File: src/sv/rcba_pkg.sv
// ----------------------------------------------------------------------------
// rcba_pkg
// Shared types and codes for the reference-counted block allocator.
// ----------------------------------------------------------------------------
package rcba_pkg;

   localparam int IdW   = 32;
   localparam int SizeW = 25;
   localparam int RefW  = 16;
   localparam int OpW   = 3;
   localparam int StW   = 3;

   localparam logic [SizeW-1:0] PoolReset = 25'd10485760;
   localparam logic [SizeW-1:0] SizeMax   = {SizeW{1'b1}};
   localparam logic signed [RefW-1:0] RefMax = 16'sh7FFF;
   localparam logic signed [RefW-1:0] RefMin = -16'sh8000;

   localparam logic [OpW-1:0] OP_CREATE   = 3'd0;
   localparam logic [OpW-1:0] OP_SET      = 3'd1;
   localparam logic [OpW-1:0] OP_GET      = 3'd2;
   localparam logic [OpW-1:0] OP_INCREASE = 3'd3;
   localparam logic [OpW-1:0] OP_DECREASE = 3'd4;
   localparam logic [OpW-1:0] OP_COLLECT  = 3'd5;
   localparam logic [OpW-1:0] OP_COMPACT  = 3'd6;

   localparam logic [StW-1:0] ST_OK        = 3'd0;
   localparam logic [StW-1:0] ST_NO_MEMORY = 3'd1;
   localparam logic [StW-1:0] ST_NOT_FOUND = 3'd2;
   localparam logic [StW-1:0] ST_TOO_LONG  = 3'd3;
   localparam logic [StW-1:0] ST_FULL      = 3'd4;

   typedef struct packed {
      logic [IdW-1:0]          id;
      logic [SizeW-1:0]        offset;
      logic [SizeW-1:0]        size;
      logic signed [RefW-1:0]  refs;
   } entry_type;

   // controller -> datapath
   typedef struct packed {
      logic load;     // latch request word, clear scan state
      logic rd;       // read table entry at scan index
      logic eval;     // process read entry, advance scan
      logic finish;   // commit and load result word
   } cmd_type;

   // datapath -> controller
   typedef struct packed {
      logic needs_scan;
      logic scan_done;
      logic hit;
      logic out_free;
   } stat_type;

endpackage

File: src/sv/rcba_ctrl.sv
// ----------------------------------------------------------------------------
// rcba_ctrl
// Sequencer: accept, table walk, commit.
// ----------------------------------------------------------------------------
module rcba_ctrl (
   input  logic              clock,
   input  logic              reset,
   input  logic              req_tvalid,
   output logic              req_tready,
   input  rcba_pkg::stat_type stat,
   output rcba_pkg::cmd_type  cmd
);
   import rcba_pkg::*;

   typedef enum logic [1:0] {S_IDLE, S_READ, S_EVAL, S_FINISH} state_type;

   state_type state_ff, state_in;
   logic      ready_ff, ready_in;

   assign req_tready = ready_ff;

   always_comb begin
      state_in = state_ff;
      ready_in = ready_ff;
      cmd      = '0;
      case (state_ff)
         S_IDLE: begin
            if (req_tvalid && ready_ff) begin
               cmd.load = 1'b1;
               ready_in = 1'b0;
               state_in = S_READ;
            end
         end
         S_READ: begin
            if (!stat.needs_scan || stat.scan_done) begin
               state_in = S_FINISH;
            end else begin
               cmd.rd   = 1'b1;
               state_in = S_EVAL;
            end
         end
         S_EVAL: begin
            cmd.eval = 1'b1;
            state_in = stat.hit ? S_FINISH : S_READ;
         end
         S_FINISH: begin
            if (stat.out_free) begin
               cmd.finish = 1'b1;
               ready_in   = 1'b1;
               state_in   = S_IDLE;
            end
         end
         default: state_in = S_IDLE;
      endcase
   end

   always_ff @(posedge clock) begin
      if (reset) begin
         state_ff <= S_IDLE;
         ready_ff <= 1'b1;
      end else begin
         state_ff <= state_in;
         ready_ff <= ready_in;
      end
   end

endmodule

File: config.mk
export PLATFORM = sky130hd
export DESIGN_NAME = rcba_ctrl
export DESIGN_NICKNAME = d
export VERILOG_FILES = /design/src/sv/rcba_pkg.sv /design/src/sv/rcba_ctrl.sv
export SDC_FILE = /design/constraint.sdc
export NUM_CORES = 1
export LEC_CHECK = 0
export ABC_CLOCK_PERIOD_IN_PS = 800
export BUFFER_PORTS_ARGS = -buffer_cell sky130_fd_sc_hd__clkbuf_2
export CAP_MARGIN = 0
export CORE_AREA = 2 2 39 41
export DETAILED_ROUTE_END_ITERATION = 10
export DIE_AREA = 0 0 41 43
export PLACE_DENSITY = 0.35
export SLEW_MARGIN = 20
export SYNTH_ARGS = -nofsm -noshare
export SYNTH_HDL_FRONTEND = slang
export SYNTH_SLANG_ARGS = --single-unit
File: constraint.sdc
create_clock -name clock -period 0.8 [get_ports clock]
set_input_delay 0.16 -clock clock [delete_from_list [all_inputs] [get_ports clock]]
set_output_delay 0.16 -clock clock [all_outputs]
set_load 0.03 [all_outputs]
==> results of run 1 <==
## cell families (layout without fill, tap and decap cells)
group	after synthesis	in the layout	synth area share, %
AO/OA/AOI/OAI	5	5	21.09
AND/OR/NAND/NOR	6	6	39.07
buffers and inverters	1	23	2.342
flip-flops	3	3	37.50
## stage by stage
step / total power, W / TNS, ps
global route: 0.0007593 / -2081
finish: 0.0007213 / -1866
global placement: 0.0003877 / -826.1
detailed placement: 0.0003857 / -811.9
CTS: 0.0007114 / -1835
floorplan: 0.0003017 / -376.4
## routing by layer
layer,share of wire (%),wire [um]
met5,0,0
met4,5.6,29
met3,1.4,7
met2,65,335
met1,28,145
## cell usage after synthesis
master / n / area [um^2]
and3_2: 1 / 7.510
nand3b_1: 1 / 7.510
o21ai_1: 1 / 5.000
a31oi_1: 1 / 6.260
a211oi_1: 1 / 7.510
a21bo_1: 1 / 10.01
and4bb_1: 1 / 12.51
nor4_2: 1 / 12.51
a21oi_1: 1 / 5.000
nor2b_1: 1 / 6.260
and4bb_4: 1 / 16.27
inv_1: 1 / 3.750
dfxtp_1: 3 / 60.06
## flip-flops by register name (all words and copies together), names as in the netlist
register    count
req_tready      1
state_ff        2
## layout make-up
| type | count | share of cell area (%) |
|---|---|---|
| repair buffers | 18 | 40.58 |
| multi-input cells | 11 | 28.57 |
| flip-flops and latches | 3 | 17.86 |
| well taps | 16 | 5.195 |
| inverters | 1 | 0.9740 |
| clock buffers | 4 | 6.818 |
## path summary, 6_finish.rpt
| check | start | endpoint | slack, ps | cells past startpoint |
|---|---|---|---|---|
| setup reg to reg | state_ff[1] | state_ff[0] | -210 | 3 |
| hold reg to reg | state_ff[0] | req_tready | 540 | 2 |
| hold / removal | reset | state_ff[1] | 110 | 2 |
| setup / recovery | state_ff[1] | cmd[3] | -410 | 2 |
## what timing repair did
item	in CTS	in global routing
setup buffers	0	2
gates resized for setup	12	4
pin swaps	0	2
endpoints found under the setup margin	8	8
## power by group through the flow
stage,combinational [W],sequential (W),clock (W)
floorplan,0.0000921,0.000210,0
global placement,0.000188,0.000200,0
detailed placement,0.000186,0.000200,0
CTS,0.000225,0.000200,0.000287
global route,0.000251,0.000205,0.000303
finish,0.000237,0.000200,0.000285
==> impl_metrics.yaml, run 1 <==
clock_tree:
  htree_levels: 1
  cts_tree: "yes"
  clkTransAtPathRegs_ps: 40
  holdBufCountCts: 0
  clock_latency_ps: 250
  clock-sinks: 3
  cts_max_path_buffers: 2
  cts-buffers-inserted: 3
  cts_root_buf: "clkbuf_4"
cells_and_area:
  drive_gt1_share_pct: 81.08
  final_cells: 53
  fillers: 156
  mostFrequentLayoutCells: "buf_4 (7), clkbuf_2 (6), buf_8 (4), clkbuf_4 (3)"
  multi_input_area_um2: 110.1
  fin_nets: 45
  finish.utilization_pct: 27.85
  final_common_cell: "buf_4"
  synthToLayoutAreaGrowth_pct: 140.6
  stdcell_area_um2: 385.4
  n_antenna_cell: 0
  seq_area_um2: 68.82
timing:
  setup_ws_ps: -412.0
  hold_viol: 0
  setup_viol: 8
  finalWorstPathRequiredPeriod_ps: 1212
  slew_headroom_pct: 82.85
  grt_setup_unrepaired: "true"
  tightest_slew_ps: 255.7
  fin_hold_ws_ps: 113.5
  skew_ps: 0.7513
  min_period_over_period_pct: 151.5
  fmax_mhz: 825.1
  maxSlewViolCount: 0
global_route:
  met2_usage_pct: 11.25
  grt_pass1_vias: 216
  top_usage_layer: "met4"
  grt_overflow: 0
  grt_usage_pct: 7.723
  antenna_found_initial: 0
  grt_first_pass_wirelength_um: 800
  grt_use_met1_pct: 5.449
  grt_max_degree: 9
  grtUsageMet3_pct: 3.141
power:
  leakagePower_nw: 0.1765
  p_comb_share_pct: 32.9
  power_density_nw_per_um2: 1872
  sw_frac_of_total_pct: 30.27
  clkPwrFrac_pct: 39.5
  ir_drop_mv: 0.3971
  switching_power_w: 0.0002183
  power.internal_w: 0.0005030
  p_seq_share_pct: 27.7
status:
  status: "complete, but fails checks"
  violations: "setup timing"
floorplan:
  core_um2: 1384
  num_rows: 14
  die_h_um: 43
  pin_count: 12
  dieArea_um2: 1763
  start_util_pct: 11.57
  dieWidth_um: 41
synth:
  synth.distinct_cells: 13
  synth_fp_nets: 22
  yosys_warnings: 0
  seq_area_frac_synth_pct: 37.50
  synth-seq-cells: 3
  postSynthAreaPerCell_um2: 10.68
  netlist_area_um2: 160.2
  syn_inst: 15
placed_design:
  port-buffer-count: 11
  place_congestion: 0.6382
  place_ws_ps: -214.0
  dp.cells: 47
  place_area_um2: 289.0
critical_path:
  cpPeakStageDelay_ps: 350
  start_kind: "flip-flop"
  worst-path-buf-inv: 1
  cp_top_family: "simple AND/OR/NAND/NOR gates"
  worstPathRequired_ps: 640
  cp_max_fo: 6
  critical_path.endpoint_type: "primary output"
  critical_path.slowest_cell: "and4bb_4"
  crit_chain: "and4bb_4 > buf_8"
  path_class: "flip-flop to primary output"
  crit_arrival_ps: 1050
worst_hold_path:
  hold_path.class: "input pin to flip-flop"
flow_run:
  cap_viol_max_count: 0
detailed_routing:
  route.final.wire_length_um: 518
  antenna_left: 0
  vias: 210
  dr.pass1.iters: 4
  wl_per_cell_um: 9.774
  drc: 0
  vias_per_cell: 3.962
  first_iter_violations: 2
Note: power is estimated with default switching activity, not from simulation.
==> run 2, diff against run 1 <==
ABC_CLOCK_PERIOD_IN_PS = 1500   (was 800)
CELL_PAD_IN_SITES_DETAIL_PLACEMENT = 0   (was unset)
CELL_PAD_IN_SITES_GLOBAL_PLACEMENT = 2   (was unset)
PLACE_DENSITY = 0.51   (was 0.35)
clock period = 1.5 ns   (was 0.8 ns; I/O delays follow)
==> run 2 against run 1 <==
The run now ends clean. Core utilization decreased by 9.0 points. Sequential share of layout area is 5.1 points higher. Clock power fell by 49%. Worst setup slack improved by 470 ps. Global-route usage shrank 0.29 points. Non-clock buffer count fell by 7. First-iteration DRC count decreased by 50%. Largest power group unchanged.
==> impl_metrics.yaml, run 2 (synthesis results as in run 1) <==
status:
  status: "finished, final reports clean"
placed_design:
  place_congestion: 0.7174
  port-buffer-count: 11
detailed_routing:
  first_iter_violations: 1
  dr.pass1.iters: 2
  route.final.wire_length_um: 463
  vias_per_cell: 3.935
  antenna_left: 0
  wl_per_cell_um: 10.07
  vias: 181
  drc: 0
cells_and_area:
  largest_reg_flops: 2
  mostFrequentLayoutCells: "clkbuf_2 (10), clkbuf_4 (3), dfxtp_1 (3)"
  drive_gt1_share_pct: 56.67
  n_antenna_cell: 0
  fin_nets: 38
  regMostFlops: "state_ff"
  synthToLayoutAreaGrowth_pct: 63.28
  final_common_cell: "clkbuf_2"
global_route:
  antenna_found_initial: 0
  grt_max_degree: 9
  grt_first_pass_wirelength_um: 745
  grt_pass1_vias: 176
  grt_overflow: 0
  grt_usage_pct: 7.430
critical_path:
  crit_arrival_ps: 1140
  start_kind: "flip-flop"
  cp_top_family: "flip-flops"
  critical_path.endpoint_type: "primary output"
  path_class: "flip-flop to primary output"
  critical_path.slowest_cell: "dfxtp_1"
  cpPeakStageDelay_ps: 430
  worst-path-buf-inv: 1
  crit_chain: "and4bb_4 > clkbuf_2"
  worstPathRequired_ps: 1200
  cp_max_fo: 8
timing:
  tightest_slew_ps: 271.5
  setup_viol: 0
  slew_headroom_pct: 81.79
  finalWorstPathRequiredPeriod_ps: 1443
  fmax_mhz: 693.2
  grt_setup_unrepaired: "false"
  hold_viol: 0
  min_period_over_period_pct: 96.18
  fin_hold_ws_ps: 268.1
  maxSlewViolCount: 0
  timing.setup.tns_ps: 0
  skew_ps: 4.117
clock_tree:
  cts-buffers-inserted: 3
  htree_levels: 1
  holdBufCountCts: 0
  cts_tree: "yes"
  cts_max_path_buffers: 2
  clock-sinks: 3
  cts_setup_buffers: 0
  clock_latency_ps: 240
  clkTransAtPathRegs_ps: 40
  cts_root_buf: "clkbuf_4"
power:
  ir_drop_mv: 0.2347
  clkPwrFrac_pct: 44.9
  p_seq_share_pct: 32.6
  power_density_nw_per_um2: 1227
  leakagePower_nw: 0.1284
  power.internal_w: 0.0002220
  p_comb_share_pct: 22.5
  switching_power_w: 0.00009897
  sw_frac_of_total_pct: 30.84
  total_power_w: 0.0003210
floorplan:
  dieWidth_um: 41
  start_util_pct: 11.57
  num_rows: 14
  pin_count: 12
  die_h_um: 43
  core_um2: 1384
  dieArea_um2: 1763
flow_run:
  cap_viol_max_count: 0
worst_hold_path:
  hold_path.class: "input pin to flip-flop"
[run 2: cell count changes in the layout (fill, tap and decap cells not counted), sizes merged]
cell    previous run  this run
buf               11         1
clkbuf            11        14
[run 2: worst paths after layout]
kind / slack (ps) / cells past startpoint / startpoint / to
setup / recovery: 60 / 2 / state_ff[0] / cmd[2]
hold / removal: 270 / 2 / reset / state_ff[1]
setup reg to reg: 560 / 2 / state_ff[1] / state_ff[0]
hold reg to reg: 480 / 2 / req_tready / req_tready
[run 2: per-stage QoR]
stage	util, %	cells	setup WS, ps	instance area [um^2]
floorplan	-	15	247.4	160.2
global route	18.90	46	2.970	261.5
global placement	17.00	42	287.8	235.2
detailed placement	17.00	42	292.9	235.2
finish	18.90	46	57.35	261.5
CTS	18.90	46	38.91	261.5
[run 2: cell type report]
cell class                 instances  area, um^2
timing repair buffer              11       55.05
clock buffer                       4       26.28
sequential                         3       60.06
inverter                           1       3.754
multi-input combinational         11       96.34
fill                             165        1122
tap                               16       20.02
[run 2: power groups by stage]
stage / sequential, W / clock, W / combinational, W
floorplan: 0.000108 / 0 / 0.0000443
global placement: 0.000106 / 0 / 0.0000733
detailed placement: 0.000106 / 0 / 0.0000735
CTS: 0.000105 / 0.000152 / 0.0000738
global route: 0.000107 / 0.000161 / 0.0000769
finish: 0.000105 / 0.000144 / 0.0000723
[run 2: timing repair]
item | CTS | global route
hold endpoints to repair | 0 | 0
resized for setup | 0 | 1
endpoints found under the setup margin | 0 | 1
[run 2: per-layer routing]
metal	vias to the layer above	share of wire, %	track usage [%]
li1	90	-	-
met1	82	32	6.109
met2	7	60	9.688
met3	2	5.6	4.712
met4	0	2.6	10.00
met5	-	0	0
==> run 3, diff against run 2 <==
==> constraint.sdc (replaced) <==
create_clock -name clock -period 1.5 [get_ports clock]
set_input_delay 0.3 -clock clock [delete_from_list [all_inputs] [get_ports clock]]
set_output_delay 0.3 -clock clock [all_outputs]
set_load 0.02 [all_outputs]
==> run 3 against run 2 <==
Largest power group unchanged. Sequential power is essentially flat. Sequential share of layout area is the same. Largest cell class unchanged. Non-clock buffer count is the same. Via count shrank 5.0%.
==> impl_metrics.yaml, run 3 (synthesis results as in run 1) <==
status:
  status: "finished, final reports clean"
power:
  ir_drop_mv: 0.2120
  power_density_nw_per_um2: 1192
  leakagePower_nw: 0.1281
critical_path:
  critical_path.endpoint_type: "primary output"
  cp_max_fo: 8
  crit_arrival_ps: 1110
  path_class: "flip-flop to primary output"
  start_kind: "flip-flop"
  worstPathRequired_ps: 1200
timing:
  maxSlewViolCount: 0
  timing.setup.tns_ps: 0
  tightest_slew_ps: 260.2
  fmax_mhz: 709.5
  setup_viol: 0
  hold_viol: 0
  slew_headroom_pct: 82.55
  skew_ps: 3.876
  fin_hold_ws_ps: 274.6
  min_period_over_period_pct: 93.96
  grt_setup_unrepaired: "false"
  finalWorstPathRequiredPeriod_ps: 1409
detailed_routing:
  route.final.wire_length_um: 455
  first_iter_violations: 0
  vias_per_cell: 3.739
  dr.pass1.iters: 1
  drc: 0
  wl_per_cell_um: 9.891
  vias: 172
  antenna_left: 0
global_route:
  grt_usage_pct: 7.129
  grt_first_pass_wirelength_um: 738
  grt_overflow: 0
  antenna_found_initial: 0
  grt_max_degree: 9
  grt_pass1_vias: 188
cells_and_area:
  mostFrequentLayoutCells: "clkbuf_2 (11), clkbuf_4 (3), dfxtp_1 (3)"
  synthToLayoutAreaGrowth_pct: 63.28
  n_antenna_cell: 0
  regMostFlops: "state_ff"
  final_common_cell: "clkbuf_2"
  drive_gt1_share_pct: 56.67
  largest_reg_flops: 2
  fin_nets: 38
  final_cells: 46
clock_tree:
  cts_tree: "yes"
  htree_levels: 1
  cts-buffers-inserted: 3
  cts_resized: 0
  clock_latency_ps: 230
  clock-sinks: 3
  holdBufCountCts: 0
  cts_root_buf: "clkbuf_4"
  cts_max_path_buffers: 2
  cts_setup_buffers: 0
  clkTransAtPathRegs_ps: 40
floorplan:
  start_util_pct: 11.57
  die_h_um: 43
  num_rows: 14
  dieArea_um2: 1763
  pin_count: 12
  core_um2: 1384
  dieWidth_um: 41
placed_design:
  port-buffer-count: 11
  dp.cells: 42
  place_congestion: 0.6956
worst_hold_path:
  hold_path.class: "input pin to flip-flop"
flow_run:
  cap_viol_max_count: 0
-- run 3: cell count changes in the layout (fill, tap and decap cells not counted) --
cell	delta
buf_2	-1
clkbuf_2	+1
-- run 3: path summary, 6_finish.rpt --
path,from,endpoint,slack (ps),depth (start not counted)
max,state_ff[0],cmd[2],90,2
min,reset,state_ff[0],270,2
max reg2reg,state_ff[1],state_ff[0],550,2
min reg2reg,req_tready,req_tready,480,2
-- run 3: area by class of cell --
class                           count  area [um^2]
Inverter                            1        3.754
Tap cell                           16        20.02
Clock buffer                        4        26.28
Fill cell                         159         1122
Timing Repair Buffer               11        55.05
Multi-Input combinational cell     11        96.34
Sequential cell                     3        60.06
-- run 3: power by group --
part	internal [W]	switching, W
Clock	0.0000998	0.0000433
Combinational	0.0000319	0.0000322
Sequential	0.0000901	0.0000145
Total	0.000222	0.0000899
-- run 3: critical path, cell delays in order (launching register included) --
cell and delay [ps]:
dfxtp_1 440, and4bb_4 270, clkbuf_2 170
-- run 3: routing by layer --
layer / track usage (%) / up-vias / part of all wire [%]
met1: 5.466 / 81 / 35
met2: 10.00 / 3 / 60
met4: 12.00 / 0 / 0
met5: 0 / - / 0
li1: - / 88 / -
met3: 2.094 / 0 / 4.4
-- run 3: stage by stage --
stage               util [%]  setup WS, ps  total power [W]  instance area (um^2)
floorplan                  -         393.6        0.0001438                 160.2
global placement       17.00         322.3        0.0001707                 235.2
detailed placement     17.00         330.2        0.0001707                 235.2
CTS                    18.90         66.90        0.0003204                 261.5
global route           18.90         35.99        0.0003368                 261.5
finish                 18.90         90.60        0.0003118                 261.5
